--- src/rtl/core/bcel_pkg.sv ---
`default_nettype none
package bcel_pkg;

    localparam int MAX_ITEMS      = 65536;
    localparam int LOG_TABLE_BITS = 8;
    localparam int TAB_SIZE       = 1 << LOG_TABLE_BITS;
    localparam int CNT_W          = $clog2(MAX_ITEMS + 1);
    localparam int SUM_W          = 40;
    localparam int LN_W           = 20;
    localparam int PROD_W         = 36;
    localparam int ITER_W         = $clog2(SUM_W);
    localparam int LOSS_W         = 24;

    localparam logic [15:0]       LN2_Q16  = 16'd45426;
    localparam logic [15:0]       ONE_Q15  = 16'd32768;
    localparam logic [SUM_W-1:0]  SUM_MAX  = {SUM_W{1'b1}};
    localparam logic [CNT_W-1:0]  CNT_FULL = CNT_W'(MAX_ITEMS);

    typedef logic [15:0] log_tab_t [TAB_SIZE];

    // controller to datapath
    typedef struct packed {
        logic load;
        logic ln_en;
        logic mul1_en;
        logic mul2_en;
        logic acc_en;
        logic div_start;
        logic div_step;
        logic out_load;
    } bcel_cmd_t;

    // datapath to controller
    typedef struct packed {
        logic last;
        logic div_last;
    } bcel_stat_t;

    // truncated log2 of a Q1.30 value in [1,2), Q.16, by repeated squaring
    function automatic logic [15:0] frac_log2(input logic [63:0] v_in);
        logic [63:0] v;
        logic [15:0] r;
        v = v_in;
        r = '0;
        for (int k = 0; k < 16; k++) begin
            v = (v * v) >> 30;
            r = {r[14:0], 1'b0};
            if (v >= (64'd2 << 30)) begin
                r[0] = 1'b1;
                v = v >> 1;
            end
        end
        return r;
    endfunction

    function automatic log_tab_t build_tab();
        log_tab_t t;
        for (int i = 0; i < TAB_SIZE; i++) begin
            t[i] = frac_log2(64'(TAB_SIZE + i) << (30 - LOG_TABLE_BITS));
        end
        return t;
    endfunction

    localparam log_tab_t LOG2_TAB = build_tab();

endpackage
`default_nettype wire

--- src/rtl/core/bcel_dp.sv ---
`default_nettype none
module bcel_dp
    import bcel_pkg::*;
(
    input  wire logic               aclk,
    input  wire logic               aresetn,
    input  wire bcel_cmd_t          cmd,
    output bcel_stat_t              stat,
    input  wire logic signed [17:0] prediction,
    input  wire logic [15:0]        label,
    input  wire logic               last_item,
    output logic [LOSS_W-1:0]       loss,
    output logic                    status
);

    // magnitude of log2(x) in Q.16 for x in Q1.15, x clamped to 1 LSB
    function automatic logic [LN_W-1:0] nl2_f(input logic [15:0] xin);
        logic [15:0] x;
        logic [3:0]  msb;
        logic [15:0] xn;
        logic [LOG_TABLE_BITS-1:0] m;
        x = (xin == 16'd0) ? 16'd1 : xin;
        msb = '0;
        for (int k = 0; k < 16; k++) begin
            if (x[k]) msb = 4'(k);
        end
        xn = x << (4'd15 - msb);
        m = xn[14 -: LOG_TABLE_BITS];
        return (LN_W'(4'd15 - msb) << 16) - LN_W'(LOG2_TAB[m]);
    endfunction

    logic [15:0]       pa_reg, pb_reg, ya_reg, yb_reg;
    logic              last_reg, skip_reg, err_in_reg;
    logic [LN_W-1:0]   nla_reg, nlb_reg, lna_reg, lnb_reg;
    logic [PROD_W-1:0] pra_reg, prb_reg;
    logic [SUM_W-1:0]  sum_reg;
    logic [CNT_W-1:0]  cnt_reg;
    logic              err_reg;
    logic [SUM_W-1:0]  quo_reg;
    logic [CNT_W-1:0]  div_reg;
    logic [CNT_W:0]    rem_reg;
    logic [ITER_W-1:0] iter_reg;
    logic [LOSS_W-1:0] loss_reg;
    logic              status_reg;

    logic [15:0]       p_clamp, y_clamp;
    logic              p_bad;
    logic [PROD_W:0]   mag;
    logic [21:0]       term;
    logic [SUM_W:0]    sum_wide;
    logic [CNT_W+1:0]  rem_sh, rem_sub;

    // input clamping
    always_comb begin
        p_bad = (prediction < 18'sd0) || (prediction > 18'sd32768);
        if (prediction < 18'sd0) begin
            p_clamp = '0;
        end else if (prediction > 18'sd32768) begin
            p_clamp = ONE_Q15;
        end else begin
            p_clamp = prediction[15:0];
        end
        y_clamp = (label > ONE_Q15) ? ONE_Q15 : label;
    end

    // term and divider step
    always_comb begin
        mag      = (PROD_W+1)'(pra_reg) + (PROD_W+1)'(prb_reg);
        term     = 22'((mag + (PROD_W+1)'(32767)) >> 15);
        sum_wide = (SUM_W+1)'(sum_reg) + (SUM_W+1)'(term);
        rem_sh   = (CNT_W+2)'({rem_reg, quo_reg[SUM_W-1]});
        rem_sub  = rem_sh - (CNT_W+2)'(div_reg);
    end

    // payload pipeline
    always_ff @(posedge aclk) begin
        if (cmd.load) begin
            pa_reg     <= p_clamp;
            pb_reg     <= ONE_Q15 - p_clamp;
            ya_reg     <= y_clamp;
            yb_reg     <= ONE_Q15 - y_clamp;
            last_reg   <= last_item;
            skip_reg   <= (cnt_reg == CNT_FULL);
            err_in_reg <= p_bad;
        end
        if (cmd.ln_en) begin
            nla_reg <= nl2_f(pa_reg);
            nlb_reg <= nl2_f(pb_reg);
        end
        if (cmd.mul1_en) begin
            lna_reg <= LN_W'(((PROD_W'(nla_reg) * PROD_W'(LN2_Q16)) + PROD_W'(65535)) >> 16);
            lnb_reg <= LN_W'(((PROD_W'(nlb_reg) * PROD_W'(LN2_Q16)) + PROD_W'(65535)) >> 16);
        end
        if (cmd.mul2_en) begin
            pra_reg <= PROD_W'(ya_reg) * PROD_W'(lna_reg);
            prb_reg <= PROD_W'(yb_reg) * PROD_W'(lnb_reg);
        end
        if (cmd.div_start) begin
            quo_reg  <= sum_reg;
            div_reg  <= cnt_reg;
            rem_reg  <= '0;
            iter_reg <= '0;
            status_reg <= err_reg;
        end else if (cmd.div_step) begin
            iter_reg <= iter_reg + ITER_W'(1);
            if (!rem_sub[CNT_W+1]) begin
                rem_reg <= rem_sub[CNT_W:0];
                quo_reg <= {quo_reg[SUM_W-2:0], 1'b1};
            end else begin
                rem_reg <= rem_sh[CNT_W:0];
                quo_reg <= {quo_reg[SUM_W-2:0], 1'b0};
            end
        end
        if (cmd.out_load) begin
            loss_reg <= (quo_reg > SUM_W'({LOSS_W{1'b1}})) ? {LOSS_W{1'b1}}
                                                           : quo_reg[LOSS_W-1:0];
        end
    end

    // accumulator state
    always_ff @(posedge aclk) begin
        if (!aresetn) begin
            sum_reg <= '0;
            cnt_reg <= '0;
            err_reg <= 1'b0;
        end else if (cmd.div_start) begin
            sum_reg <= '0;
            cnt_reg <= '0;
            err_reg <= 1'b0;
        end else if (cmd.acc_en && !skip_reg) begin
            sum_reg <= sum_wide[SUM_W] ? SUM_MAX : sum_wide[SUM_W-1:0];
            cnt_reg <= cnt_reg + CNT_W'(1);
            err_reg <= err_reg | err_in_reg;
        end
    end

    assign stat.last     = last_reg;
    assign stat.div_last = (iter_reg == ITER_W'(SUM_W - 1));
    assign loss          = loss_reg;
    assign status        = status_reg;

endmodule
`default_nettype wire

--- src/rtl/core/bcel_ctrl.sv ---
`default_nettype none
module bcel_ctrl
    import bcel_pkg::*;
(
    input  wire logic       aclk,
    input  wire logic       aresetn,
    input  wire logic       s_tvalid,
    output logic            s_tready,
    output logic            m_tvalid,
    input  wire logic       m_tready,
    input  wire bcel_stat_t stat,
    output bcel_cmd_t       cmd
);

    typedef enum logic [3:0] {
        ST_IDLE, ST_LN, ST_MUL1, ST_MUL2, ST_ACC,
        ST_DSTART, ST_DIV, ST_FIN, ST_DONE
    } state_t;

    state_t state_reg, state_next;
    logic   s_tready_reg, m_tvalid_reg;

    // next state
    always_comb begin
        state_next = state_reg;
        case (state_reg)
            ST_IDLE:   if (s_tvalid && s_tready_reg) state_next = ST_LN;
            ST_LN:     state_next = ST_MUL1;
            ST_MUL1:   state_next = ST_MUL2;
            ST_MUL2:   state_next = ST_ACC;
            ST_ACC:    state_next = stat.last ? ST_DSTART : ST_IDLE;
            ST_DSTART: state_next = ST_DIV;
            ST_DIV:    if (stat.div_last) state_next = ST_FIN;
            ST_FIN:    state_next = ST_DONE;
            ST_DONE:   if (m_tready) state_next = ST_IDLE;
            default:   state_next = ST_IDLE;
        endcase
    end

    // state and registered handshake outputs
    always_ff @(posedge aclk) begin
        if (!aresetn) begin
            state_reg    <= ST_IDLE;
            s_tready_reg <= 1'b0;
            m_tvalid_reg <= 1'b0;
        end else begin
            state_reg    <= state_next;
            s_tready_reg <= (state_next == ST_IDLE);
            m_tvalid_reg <= (state_next == ST_DONE);
        end
    end

    // datapath commands
    always_comb begin
        cmd           = '0;
        cmd.load      = s_tvalid && s_tready_reg;
        cmd.ln_en     = (state_reg == ST_LN);
        cmd.mul1_en   = (state_reg == ST_MUL1);
        cmd.mul2_en   = (state_reg == ST_MUL2);
        cmd.acc_en    = (state_reg == ST_ACC);
        cmd.div_start = (state_reg == ST_DSTART);
        cmd.div_step  = (state_reg == ST_DIV);
        cmd.out_load  = (state_reg == ST_FIN);
    end

    assign s_tready = s_tready_reg;
    assign m_tvalid = m_tvalid_reg;

    // checks
    a_no_overlap: assert property (@(posedge aclk) disable iff (!aresetn)
        !(s_tready_reg && m_tvalid_reg))
        else $error("input and output open together");
    a_ready_drops: assert property (@(posedge aclk) disable iff (!aresetn)
        (s_tvalid && s_tready_reg) |=> !s_tready_reg)
        else $error("input still open after a transfer");
    a_result_only_after_div: assert property (@(posedge aclk) disable iff (!aresetn)
        $rose(m_tvalid_reg) |-> $past(state_reg) == ST_FIN)
        else $error("result raised without a division");
    a_ready_in_idle: assert property (@(posedge aclk) disable iff (!aresetn)
        s_tready_reg |-> state_reg == ST_IDLE)
        else $error("input open outside idle");

endmodule
`default_nettype wire

--- src/rtl/core/binary_cross_entropy_loss.sv ---
// Mean binary cross-entropy over a stream of (prediction, label) pairs in Q1.15.
// Each accepted transfer adds -(y*ln(p) + (1-y)*ln(1-p)) to a 40-bit saturating
// sum; the transfer with s_tlast set closes the vector and yields one result:
// the truncated mean in unsigned Q8.16 (saturated at 24 bits) with m_tuser set
// if any prediction fell outside 0..1. An item passes through load, log table
// lookup, ln2 scaling, label multiply and accumulate steps; a last item then
// goes on to the restoring divider, which retires one quotient bit per cycle over
// the 40-bit sum between a start and a finish step, before the result is offered.
// Items past 65536 in one vector are ignored.
`default_nettype none
module binary_cross_entropy_loss
    import bcel_pkg::*;
(
    input  wire logic        aclk,
    input  wire logic        aresetn,
    input  wire logic        s_tvalid,
    output logic             s_tready,
    input  wire logic [39:0] s_tdata,   // prediction [17:0], label [33:18], zero pad
    input  wire logic        s_tlast,
    output logic             m_tvalid,
    input  wire logic        m_tready,
    output logic [23:0]      m_tdata,   // loss [23:0]
    output logic             m_tuser    // status [0]
);

    bcel_cmd_t  cmd;
    bcel_stat_t stat;

    bcel_ctrl u_ctrl (
        .aclk     (aclk),
        .aresetn  (aresetn),
        .s_tvalid (s_tvalid),
        .s_tready (s_tready),
        .m_tvalid (m_tvalid),
        .m_tready (m_tready),
        .stat     (stat),
        .cmd      (cmd)
    );

    bcel_dp u_dp (
        .aclk       (aclk),
        .aresetn    (aresetn),
        .cmd        (cmd),
        .stat       (stat),
        .prediction (s_tdata[17:0]),
        .label      (s_tdata[33:18]),
        .last_item  (s_tlast),
        .loss       (m_tdata),
        .status     (m_tuser)
    );

endmodule
`default_nettype wire

--- config.mk ---
export PLATFORM = sky130hd
export DESIGN_NAME = binary_cross_entropy_loss
export DESIGN_NICKNAME = d
export VERILOG_FILES = /design/src/rtl/core/bcel_pkg.sv /design/src/rtl/core/bcel_dp.sv /design/src/rtl/core/bcel_ctrl.sv /design/src/rtl/core/binary_cross_entropy_loss.sv
export SDC_FILE = /design/constraint.sdc
export NUM_CORES = 2
export LEC_CHECK = 0
export ABC_AREA = 1
export BUFFER_PORTS_ARGS = -buffer_cell sky130_fd_sc_hd__buf_2
export CORE_ASPECT_RATIO = 2
export CORE_MARGIN = 8
export CORE_UTILIZATION = 30
export CTS_CLUSTER_SIZE = 10
export DETAILED_ROUTE_END_ITERATION = 8
export GPL_TIMING_DRIVEN = 0
export PLACE_DENSITY = 0.48
export REMOVE_ABC_BUFFERS = 1
export SYNTH_ARGS = -nofsm -noshare
export SYNTH_HDL_FRONTEND = slang
export SYNTH_SLANG_ARGS = --single-unit
--- constraint.sdc ---
create_clock -name aclk -period 9.7 [get_ports aclk]
set_input_delay 0.485 -clock aclk [delete_from_list [all_inputs] [get_ports aclk]]
set_output_delay 0.485 -clock aclk [all_outputs]
set_load 0.1 [all_outputs]
==> results.yml <==
status:
  status: "complete, no violations"
placed_design:
  numPortBuffers: 65
  hpwl_mm: 173
  place.gp.congestion: 0.987
  dp_slack_ps: 1730
sta:
  finalCriticalPeriod_ps: 8030
  tightest_slew_ps: 1430
  rsz0062_at_grt: "no"
  setup_viol_count_final: 0
  hold_viol: 0
  slew_violations: 0
  period_share_pct: 82.7
  fin_worst_skew_ps: 34.3
  slew_headroom_pct: 4.60
  timing.hold.ws_ps: 52.3
  fmax_ghz: 0.125
  setup_ws_ps: 1670
critical_path:
  endpoint_kind: "flip-flop"
  cp.required_ps: 10080
  start_kind: "flip-flop"
  timing.rr.end: "u_dp.nlb_reg[18]$_DFFE_PP_"
  cp_slowest_cell: "nand2_4"
  cp_max_fo: 98
  path_cells: "inv_2 -> nand4_1 -> a21oi_1 -> inv_1 -> nand3_1 -> nand2_1 -> nand2_4 -> inv_2 -> nor2_1 -> nor2_1 -> a21oi_1 -> nor2_1 -> nand2_1 -> nand2_1 -> nand2_1 -> inv_1 -> ha_1 -> nand3_2 -> nor2_4 -> nand3_2 -> nand2_1 -> nand2_1 -> nand2_1"
  r2r_setup_slack_ps: 1670
  cp.arrival_ps: 8410
  cpPeakStageDelay_ps: 1080
  critPathKind: "reg2reg"
  timing.rr.start: "u_dp.pb_reg[15]$_DFFE_PP_"
  rr_worst_depth: 23
  cp_common_cell: "nand2_1"
synthesis:
  ys_warn_count: 0
  syn_area_sq_mm: 0.0606
  synth_ff_type: "edfxtp_1"
  synth_area_leaders: "fa_1 23%, edfxtp_1 15%, ha_1 14%"
  synth_common_cells: "2017 x nand2_1, 1656 x inv_1, 706 x fa_1, 669 x ha_1, 497 x nand3_1"
  synthArstFlopShare_pct: 0
  synth_top_area_share_pct: 23.3
  seq_area_frac_synth_pct: 17.7
  ys_seq_elements: 387
  synth_cell_types: 61
  synthCells: 7918
  synth_edf_count: 299
  synth.largest_area_cell: "fa_1"
  yosysMostFrequentCell: "nand2_1"
  syn_avg_cell_area_sq_um: 7.66
clocking:
  root_buffer: "clkbuf_16"
  cts_buffer_depth: 3
  cts.sinks: 387
  cts_made_buffers: 49
  post-cts-setup-buffers: 0
  clkTransAtPathRegs_ps: 60
  cts_hold_buf: 0
  clk_latency_ps: 630
  ctsResizeCount: 0
  cts_tree: "done"
  h-tree-depth: 2
routing:
  drt_iter0_drc: 2820
  first_pass_iters: 5
  num_vias: 51300
  vias_per_cell: 4.94
  drc: 0
  wirelength_mm: 217
  antenna_left: 0
  wl_per_cell_microns: 20.9
job:
  max-cap-violations: 0
worst_hold_path:
  holdCritPathClass: "in2reg"
  hold_path_end: "u_dp.last_reg$_DFFE_PP_"
  worstHoldPathCells: 1
  hp-start: "s_tlast"
global_routing:
  grt_pass1_vias: 54800
  grt_pass1_wl_mm: 326
  antenna_found_initial: 4
  grt_overflow: 0
  grt_max_degree: 99
  track_usage_pct: 19.6
final_layout:
  fin_util_pct: 32.2
  nFillCells: 21600
  final_net_count: 9186
  area_growth_pct: 6.73
  drive_above_1_share_pct: 3.72
  seq_area_sq_mm: 0.0107
  multi_input_comb_area_sq_mm: 0.0422
floorplanning:
  start_util_pct: 30.1
  die_area_sq_mm: 0.218
  die_h_microns: 652
  ios: 72
  core_sq_mm: 0.201
  rows: 233
  die_w_microns: 334
cell usage in the layout (no fill, tap or decap), types with 5 or more instances in the layout:
cell type / Yosys / routed
nand2_1: 2017 / 2015
inv_1: 1656 / 1654
fa_1: 706 / 706
ha_1: 669 / 669
nand3_1: 497 / 497
nor2_1: 372 / 366
a21oi_1: 344 / 344
edfxtp_1: 299 / 299
o21ai_0: 278 / 278
xor2_1: 192 / 192
dfxtp_1: 88 / 88
xnor2_1: 85 / 85
nand4_1: 66 / 66
buf_2: 56 / 65
clkbuf_16: 0 / 51
nor3_1: 54 / 50
o21ai_1: 31 / 31
inv_2: 31 / 30
nand2_2: 27 / 29
o211ai_1: 25 / 25
nor4_1: 23 / 23
a31oi_1: 22 / 22
nor2_2: 15 / 19
clkbuf_1: 186 / 19
nand3_2: 16 / 16
buf_6: 18 / 12
o21bai_1: 11 / 11
o221ai_1: 9 / 9
a211oi_1: 8 / 8
o31ai_1: 8 / 8
nand3b_1: 8 / 8
nor2_4: 6 / 8
clkinv_2: 0 / 8
clkinv_1: 5 / 7
nor3_2: 2 / 6
o22ai_1: 6 / 6
nand2_4: 5 / 5
critical path, delay by kind of cell, from the launching register on:
family / cells / cell delay, ps
AO/OA/AOI/OAI: 2 / 1020
adder cells (fa/ha/maj): 1 / 220
buffers and inverters: 4 / 1640
flip-flops: 1 / 410
AND/OR/NAND/NOR: 16 / 4250
per-layer routing:
metal,GRT usage (%),part of all wire (%)
met1,17.9,32
met2,39.8,56
met3,2.00,3.9
met4,13.2,8.2
met5,0,0.019
layout make-up:
| cell class | count | share of cell area [%] |
|---|---|---|
| antenna | 3 | 0.0116 |
| clock buffer | 72 | 2.12 |
| clock inverter | 13 | 0.133 |
| inverter | 1692 | 9.82 |
| multi-input combinational | 5544 | 65.2 |
| sequential | 387 | 16.6 |
| tap | 2585 | 5.00 |
| timing repair buffer | 92 | 1.13 |
worst max path at each step:
| stage | start | endpoint | slack (ps) | depth (start not counted) |
|---|---|---|---|---|
| 2_1_floorplan | u_ctrl.state_reg[2]$_SDFF_PN0_ | u_ctrl.s_tready$_SDFF_PN0_ | 1660 | 9 |
| 3_3_place_gp | u_ctrl.state_reg[2]$_SDFF_PN0_ | u_dp.cnt_reg[7]$_SDFFE_PP0P_ | -3170 | 7 |
| 3_5_place_dp | u_dp.ya_reg[1]$_DFFE_PP_ | u_dp.pra_reg[35]$_DFFE_PP_ | 1730 | 28 |
| 4_1_cts | u_dp.lna_reg[8]$_DFFE_PP_ | u_dp.pra_reg[35]$_DFFE_PP_ | 1700 | 28 |
| 5_1_grt | u_dp.pb_reg[15]$_DFFE_PP_ | u_dp.nlb_reg[18]$_DFFE_PP_ | 1130 | 23 |
| 6_report | u_dp.pb_reg[15]$_DFFE_PP_ | u_dp.nlb_reg[18]$_DFFE_PP_ | 1670 | 23 |
kinds of logic after synthesis:
kind of cell,share of synthesized area [%]
compound gates,6.83
xor+xnor,4.00
fa+ha+maj,37.1
buf+inv,12.8
flops,17.7
simple gates,21.5
through the flow:
stage | area (sq um) | std cells | TNS (ps)
6_report | 64700 | 10400 | 0
3_5_place_dp | 63200 | 10300 | 0
2_1_floorplan | 59200 | 7623 | 0
4_1_cts | 64700 | 10400 | 0
5_1_grt | 64700 | 10400 | 0
3_3_place_gp | 62800 | 10300 | -268380
Power is not shown: default switching activity piles up to over one toggle a cycle in this logic, so the estimate is an artifact.
